==> src/rtl/core/rtfp_pkg.sv <==
package rtfp_pkg;

	localparam int unsigned BYTE_W      = 8;
	localparam int unsigned WORD_W      = 16;
	localparam int unsigned COUNT_W     = 32;
	localparam int unsigned POS_W       = 4;
	localparam int unsigned CFG_IDX_W   = 1;
	localparam int unsigned OUT_DATA_W  = 88;

	localparam logic [POS_W-1:0] POS_SYNC0    = 4'd0;
	localparam logic [POS_W-1:0] POS_SYNC1    = 4'd1;
	localparam logic [POS_W-1:0] POS_DIST_LO  = 4'd6;
	localparam logic [POS_W-1:0] POS_DIST_HI  = 4'd7;
	localparam logic [POS_W-1:0] POS_AZI_LO   = 4'd8;
	localparam logic [POS_W-1:0] POS_AZI_HI   = 4'd9;
	localparam logic [POS_W-1:0] POS_ELEV_LO  = 4'd10;
	localparam logic [POS_W-1:0] POS_ELEV_HI  = 4'd11;
	localparam logic [POS_W-1:0] POS_CHECK    = 4'd12;
	localparam logic [POS_W-1:0] POS_LAST     = 4'd13;

	localparam logic [CFG_IDX_W-1:0] REG_SYNC_FIRST  = 1'd0;
	localparam logic [CFG_IDX_W-1:0] REG_SYNC_SECOND = 1'd1;

	localparam logic [BYTE_W-1:0] SYNC_FIRST_RST  = 8'hAA;
	localparam logic [BYTE_W-1:0] SYNC_SECOND_RST = 8'h55;

	typedef struct packed {
		logic [COUNT_W-1:0] good_frames;
		logic               target_present;
		logic [WORD_W-1:0]  elevation_cdeg;
		logic [WORD_W-1:0]  azimuth_cdeg;
		logic [WORD_W-1:0]  distance_cm;
	} result_t;

endpackage

==> src/rtl/core/radar_target_frame_parser.sv <==
// Radar target frame parser.
// The input stream (s_tvalid, s_tready, s_tdata) carries one received serial
// byte per request. The block hunts for the two sync bytes held in its
// configuration registers, collects a 14-byte frame and checks the 8-bit sum
// of bytes 0 to 11 against byte 12. The output stream carries one request per
// completed frame: m_tuser is 0 for a good frame and 1 for a checksum error,
// in which case all of m_tdata is zero.
// The block takes one byte in every cycle unless a stall holds s_tready low.
// Each byte passes through an input register and the position counter and running
// sum; the output register takes a result as its last byte is processed.
// When the receiver stalls, the output register holds its result and bytes
// keep flowing until a second result is ready, which waits in the input
// register and holds s_tready low until the output register frees up.
// Reset clears the valid flags, the position (back to hunting the first sync
// byte), the good-frame count and restores the sync values to 0xAA and 0x55.
// Configuration writes take effect at the next byte and are meant for idle
// periods only.
module radar_target_frame_parser
	import rtfp_pkg::*;
(
	input  logic                  clk,
	input  logic                  arst_n,
	input  logic                  cfg_we,
	input  logic [CFG_IDX_W-1:0]  cfg_index,
	input  logic [BYTE_W-1:0]     cfg_data,
	input  logic                  s_tvalid,
	output logic                  s_tready,
	// [7:0] rx_byte
	input  logic [BYTE_W-1:0]     s_tdata,
	output logic                  m_tvalid,
	input  logic                  m_tready,
	// [15:0] distance_cm, [31:16] azimuth_cdeg, [47:32] elevation_cdeg,
	// [48] target_present, [80:49] good_frames, [87:81] zero
	output logic [OUT_DATA_W-1:0] m_tdata,
	// [0] status
	output logic                  m_tuser
);

	logic [BYTE_W-1:0]  sync_first_q;
	logic [BYTE_W-1:0]  sync_second_q;
	logic               in_valid_s1;
	logic [BYTE_W-1:0]  in_byte_s1;
	logic [POS_W-1:0]   pos_q;
	logic [BYTE_W-1:0]  sum_q;
	logic [BYTE_W-1:0]  check_q;
	logic [WORD_W-1:0]  dist_q;
	logic [WORD_W-1:0]  azi_q;
	logic [WORD_W-1:0]  elev_q;
	logic [COUNT_W-1:0] good_q;
	logic               out_valid_q;
	logic               out_user_q;
	result_t            out_res_q;

	logic               s1_adv;
	logic               proc;
	logic               out_load;
	logic               frame_good;
	logic [POS_W-1:0]   pos_d;
	logic [BYTE_W-1:0]  sum_d;
	logic [COUNT_W-1:0] good_inc;
	result_t            res_d;

	always_ff @(posedge clk or negedge arst_n) begin
		if (!arst_n) begin
			sync_first_q  <= SYNC_FIRST_RST;
			sync_second_q <= SYNC_SECOND_RST;
		end else if (cfg_we) begin
			unique case (cfg_index)
				REG_SYNC_FIRST:  sync_first_q  <= cfg_data;
				REG_SYNC_SECOND: sync_second_q <= cfg_data;
				default: ;
			endcase
		end
	end

	assign s1_adv   = (pos_q != POS_LAST) || !out_valid_q || m_tready;
	assign s_tready = !in_valid_s1 || s1_adv;
	assign proc     = in_valid_s1 && s1_adv;
	assign out_load = proc && (pos_q == POS_LAST);

	always_ff @(posedge clk or negedge arst_n) begin
		if (!arst_n) begin
			in_valid_s1 <= 1'b0;
		end else if (s_tready) begin
			in_valid_s1 <= s_tvalid;
		end
	end

	always_ff @(posedge clk) begin
		if (s_tready && s_tvalid) begin
			in_byte_s1 <= s_tdata;
		end
	end

	always_comb begin
		pos_d = pos_q;
		sum_d = sum_q + in_byte_s1;
		case (pos_q)
			POS_SYNC0: begin
				sum_d = in_byte_s1;
				pos_d = (in_byte_s1 == sync_first_q) ? POS_SYNC1 : POS_SYNC0;
			end
			POS_SYNC1: begin
				pos_d = (in_byte_s1 == sync_second_q) ? pos_q + 1'b1 : POS_SYNC0;
			end
			POS_CHECK: begin
				sum_d = sum_q;
				pos_d = POS_LAST;
			end
			POS_LAST: begin
				sum_d = sum_q;
				pos_d = POS_SYNC0;
			end
			default: begin
				pos_d = (pos_q > POS_LAST) ? POS_SYNC0 : pos_q + 1'b1;
			end
		endcase
	end

	always_ff @(posedge clk or negedge arst_n) begin
		if (!arst_n) begin
			pos_q <= POS_SYNC0;
		end else if (proc) begin
			pos_q <= pos_d;
		end
	end

	always_ff @(posedge clk) begin
		if (proc) begin
			sum_q <= sum_d;
			case (pos_q)
				POS_DIST_LO: dist_q[BYTE_W-1:0]       <= in_byte_s1;
				POS_DIST_HI: dist_q[WORD_W-1:BYTE_W]  <= in_byte_s1;
				POS_AZI_LO:  azi_q[BYTE_W-1:0]        <= in_byte_s1;
				POS_AZI_HI:  azi_q[WORD_W-1:BYTE_W]   <= in_byte_s1;
				POS_ELEV_LO: elev_q[BYTE_W-1:0]       <= in_byte_s1;
				POS_ELEV_HI: elev_q[WORD_W-1:BYTE_W]  <= in_byte_s1;
				POS_CHECK:   check_q                  <= in_byte_s1;
				default: ;
			endcase
		end
	end

	assign frame_good = (sum_q == check_q);
	assign good_inc   = good_q + 1'b1;

	always_comb begin
		res_d = '0;
		if (frame_good) begin
			res_d.distance_cm    = dist_q;
			res_d.azimuth_cdeg   = azi_q;
			res_d.elevation_cdeg = elev_q;
			res_d.target_present = (dist_q != '0);
			res_d.good_frames    = good_inc;
		end
	end

	always_ff @(posedge clk or negedge arst_n) begin
		if (!arst_n) begin
			good_q      <= '0;
			out_valid_q <= 1'b0;
		end else begin
			if (out_load && frame_good) begin
				good_q <= good_inc;
			end
			if (out_load) begin
				out_valid_q <= 1'b1;
			end else if (m_tready) begin
				out_valid_q <= 1'b0;
			end
		end
	end

	always_ff @(posedge clk) begin
		if (out_load) begin
			out_res_q  <= res_d;
			out_user_q <= !frame_good;
		end
	end

	assign m_tvalid = out_valid_q;
	assign m_tuser  = out_user_q;
	assign m_tdata  = {{(OUT_DATA_W - $bits(result_t)){1'b0}}, out_res_q};

`ifndef SYNTHESIS
	a_pos_range: assert property (@(posedge clk) disable iff (!arst_n)
		pos_q <= POS_LAST)
		else $error("frame position out of range");

	a_good_count: assert property (@(posedge clk) disable iff (!arst_n)
		(out_load && frame_good) |=> (good_q == $past(good_inc)))
		else $error("good-frame count did not advance by one");

	a_err_zero: assert property (@(posedge clk) disable iff (!arst_n)
		(m_tvalid && m_tuser) |-> (m_tdata == '0))
		else $error("error result carries nonzero data");

	a_target_flag: assert property (@(posedge clk) disable iff (!arst_n)
		(m_tvalid && !m_tuser) |->
		(out_res_q.target_present == (out_res_q.distance_cm != '0)))
		else $error("target flag disagrees with distance");

	a_stall_cause: assert property (@(posedge clk) disable iff (!arst_n)
		(in_valid_s1 && !s1_adv) |-> (pos_q == POS_LAST && m_tvalid && !m_tready))
		else $error("input stage stalled without a blocked result");
`endif

endmodule

==> config.mk <==
export PLATFORM = sky130hd
export DESIGN_NAME = radar_target_frame_parser
export DESIGN_NICKNAME = d
export VERILOG_FILES = /design/src/rtl/core/rtfp_pkg.sv /design/src/rtl/core/radar_target_frame_parser.sv
export SDC_FILE = /design/constraint.sdc
export NUM_CORES = 1
export LEC_CHECK = 0
export BUFFER_PORTS_ARGS = -buffer_cell sky130_fd_sc_hd__buf_2
export CORE_ASPECT_RATIO = 1.75
export CORE_UTILIZATION = 37
export CTS_CLUSTER_DIAMETER = 30
export DETAILED_ROUTE_END_ITERATION = 10
export PLACE_DENSITY = 0.55
export RECOVER_POWER = 100
export SLEW_MARGIN = 30
export SYNTH_ARGS = -nofsm -noshare
export SYNTH_HDL_FRONTEND = slang
export SYNTH_SLANG_ARGS = --single-unit
export TNS_END_PERCENT = 5
==> constraint.sdc <==
create_clock -name clk -period 3.6 [get_ports clk]
set_clock_uncertainty 0.1 [all_clocks]
set_input_delay 0.72 -clock clk [delete_from_list [all_inputs] [get_ports clk]]
set_output_delay 0.72 -clock clk [all_outputs]
set_load 0.03 [all_outputs]
==> results.yml <==
synthesis:
  synth_edf_count: 154
  synthDistinctLibCells: 51
  yosysWarnings: 0
  ys_ff_latch: 208
  ys.flop_type: "edfxtp_1"
  syn_area_per_cell_um2: 14.06
  ys_async_sr_fraction: 0.2596
  syn_area_mm2: 0.009052
  ys_seq_area_frac: 0.6612
  synth_cells: 644
floorplanning:
  rows: 75
  io_pins: 113
  core_mm2: 0.02402
  die_y_um: 208.9
  design.die.area_mm2: 0.02512
  initial_core_util: 0.3768
  die_w_um: 120.2
cts:
  cts_setup_buffers: 0
  post_cts_resized: 0
  cts_buffer_depth: 3
  cts_tree: "done"
  clk_latency_ps: 500
  path_clk_slew_ps: 50
  numClockSinks: 208
  htreeDepth: 2
  cts_buffers: 34
  cts-root-buf: "clkbuf_16"
  cts-hold-fix-buffers: 0
layout:
  final_nets: 809
  syn2layout_area_growth_pct: 20.07
  layout_commonest_cell: "edfxtp_1"
  diodes: 0
  stdcell_count: 1108
  drive_gt1_frac: 0.1713
  final_cell_mix: "edfxtp_1 (154), clkbuf_1 (101), xnor2_1 (67)"
power_and_ir_drop:
  power.density_mw_per_mm2: 664.6
  power_leakage_nw: 3.968
  max-vdd-ir-drop_mv: 0.4007
setup_path:
  r2r_start: "sum_q[5]"
  worstRegToRegCells: 6
  reg2reg_slack_ps: 600
  cp-end-kind: "register"
  cp_data_required_time_ps: 3900
  r2r-end: "good_q[27]"
  path_max_fanout: 15
  max_stage_delay_ps: 770
  cp-start-kind: "register"
  critPathArrivalTime_ps: 3290
  worst_path_max_delay_cell: "nor4_1"
  worst-setup-path-type: "register to register"
  path_cells: "xor2_1 -> nor4_1 -> and3_1 -> clkbuf_2 -> nand2_1 -> xnor2_1"
grt:
  grt_max_degree: 83
  gr-total-overflow: 0
  grt_pass1_wl_um: 30500
  antenna_found_initial: 0
  grt_use_total: 0.1578
  grt_pass1_vias: 5809
worst_hold_path:
  hp-class: "input pin to register"
  min_to: "in_byte_s1[0]"
  min-delay-start: "s_tdata[0]"
  hold_path_depth: 1
sta:
  fmax_mhz: 333.8
  finalHoldViolCount: 0
  fin_setup_tns_ps: 0
  setup_violations: 0
  slew_headroom: -0.07937
  worst_hold_slack_ps: 302.5
  rsz0062_at_grt: "no"
  worstMarginPinSlew_ps: 1619
  fin_ws_ps: 604.6
  maxSlewViolCount: 28
  period_needed_ps: 2995
  finalCritPeriodShare: 0.8321
routing:
  routed_via_density: 4.862
  dr.pass1.iters: 7
  drt_iter0_markers: 268
  via_count: 5387
  ant_nets: 0
  avgRoutedWirePerCell_um: 17.24
  drc: 0
  wl_um: 19110
placement:
  place_congestion: 0.8549
  portBuffers: 105
  place_ws_ps: 824.5
  dp.cells: 1046
  post-dp-hpwl_um: 13510
outcome:
  status: "finished, violations left"
  violations: "max-capacitance violations, max-slew violations"
job:
  cap_violations: 1
[synth_stat cells, types with 4 or more instances]
| master | number | area share |
|---|---|---|
| mux2_2 | 19 | 0.024 |
| clkbuf_1 | 14 | 0.0058 |
| nand2_1 | 33 | 0.014 |
| nor3_1 | 8 | 0.0044 |
| nor2b_1 | 5 | 0.0035 |
| a21oi_1 | 6 | 0.0033 |
| edfxtp_1 | 154 | 0.51 |
| nand3_1 | 12 | 0.0066 |
| dfstp_2 | 8 | 0.023 |
| nor4_1 | 5 | 0.0035 |
| xnor2_1 | 67 | 0.065 |
| nor2_1 | 48 | 0.020 |
| and2_1 | 4 | 0.0028 |
| and3_1 | 58 | 0.040 |
| inv_1 | 15 | 0.0062 |
| nor4_4 | 4 | 0.0094 |
| o21ai_0 | 9 | 0.0050 |
| dfrtp_1 | 46 | 0.13 |
| xor2_1 | 22 | 0.021 |
| nand2_2 | 19 | 0.013 |
| nand4_1 | 6 | 0.0041 |
| buf_4 | 7 | 0.0058 |
| nor3b_1 | 4 | 0.0033 |
| nand2b_1 | 5 | 0.0035 |
| ha_1 | 12 | 0.017 |
| nor3_2 | 9 | 0.010 |
[per-stage QoR]
step                utilization  cell area (um^2)  power, mW
floorplan                     -              9079      3.759
global placement         0.4121              9901      4.002
detailed placement       0.4121              9901      4.050
CTS                      0.4605             11060      7.341
global route             0.4524             10870      7.527
finish                   0.4524             10870      7.224
[logic make-up after synthesis]
family                     synth area share
other                             0.0004143
DFF                                  0.6612
AOI/OAI and AO/OA                   0.02225
buffers and inverters               0.02764
xor gates and xnor gates            0.08611
muxes                               0.02364
and+or+nand+nor                      0.1599
adders and majority gates           0.01880
[worst max-delay path by stage]
stage | depth (start not counted) | from | to | slack [ps]
floorplan | 7 | m_tready | good_q[0] | 250
global placement | 8 | m_tready | good_q[31] | 920
detailed placement | 9 | pos_q[1] | good_q[31] | 820
CTS | 9 | pos_q[1] | good_q[27] | 800
global route | 6 | sum_q[5] | good_q[27] | 390
finish | 6 | sum_q[5] | good_q[27] | 600
[per-layer routing]
layer  global-route usage  part of all wire  up-vias
met5                    0                 0        -
met4              0.09238             0.044        0
met3              0.02975             0.048       53
met2               0.2919              0.55      149
met1               0.1623              0.36     2614
li1                     -                 -     2571
[registers in the layout, summed over array words and instances, names as in the netlist]
signal and count:
sum_q 8, m_tdata 81, dist_q 16, m_tvalid 1, pos_q 4, sync_second_q 8, good_q 32, in_byte_s1 8
azi_q 16, m_tuser 1, check_q 8, sync_first_q 8, in_valid_s1 1, elev_q 16
[cell type report]
type | count | area, um^2
Sequential cell | 208 | 5986
Timing Repair Buffer | 119 | 481.7
Multi-Input combinational cell | 396 | 2794
Clock buffer | 43 | 948.4
Inverter | 15 | 60.06
Tap cell | 308 | 385.4
Clock inverter | 19 | 214.0
Fill cell | 2260 | 13150
[power breakdown]
part | internal (mW) | switching (mW) | total (mW) | leakage [nW]
clock | 2.11 | 1.15 | 3.26 | 0.573
combinational | 0.368 | 0.628 | 0.996 | 1.32
sequential | 2.82 | 0.151 | 2.97 | 2.07
[critical path: cells and delay by family (launching register included)]
kind	cells	cell delay, ps
simple gates	3	1580
flops	1	400
buf+inv	1	430
xor+xnor	2	380
Power figures use the tool's default switching activity.
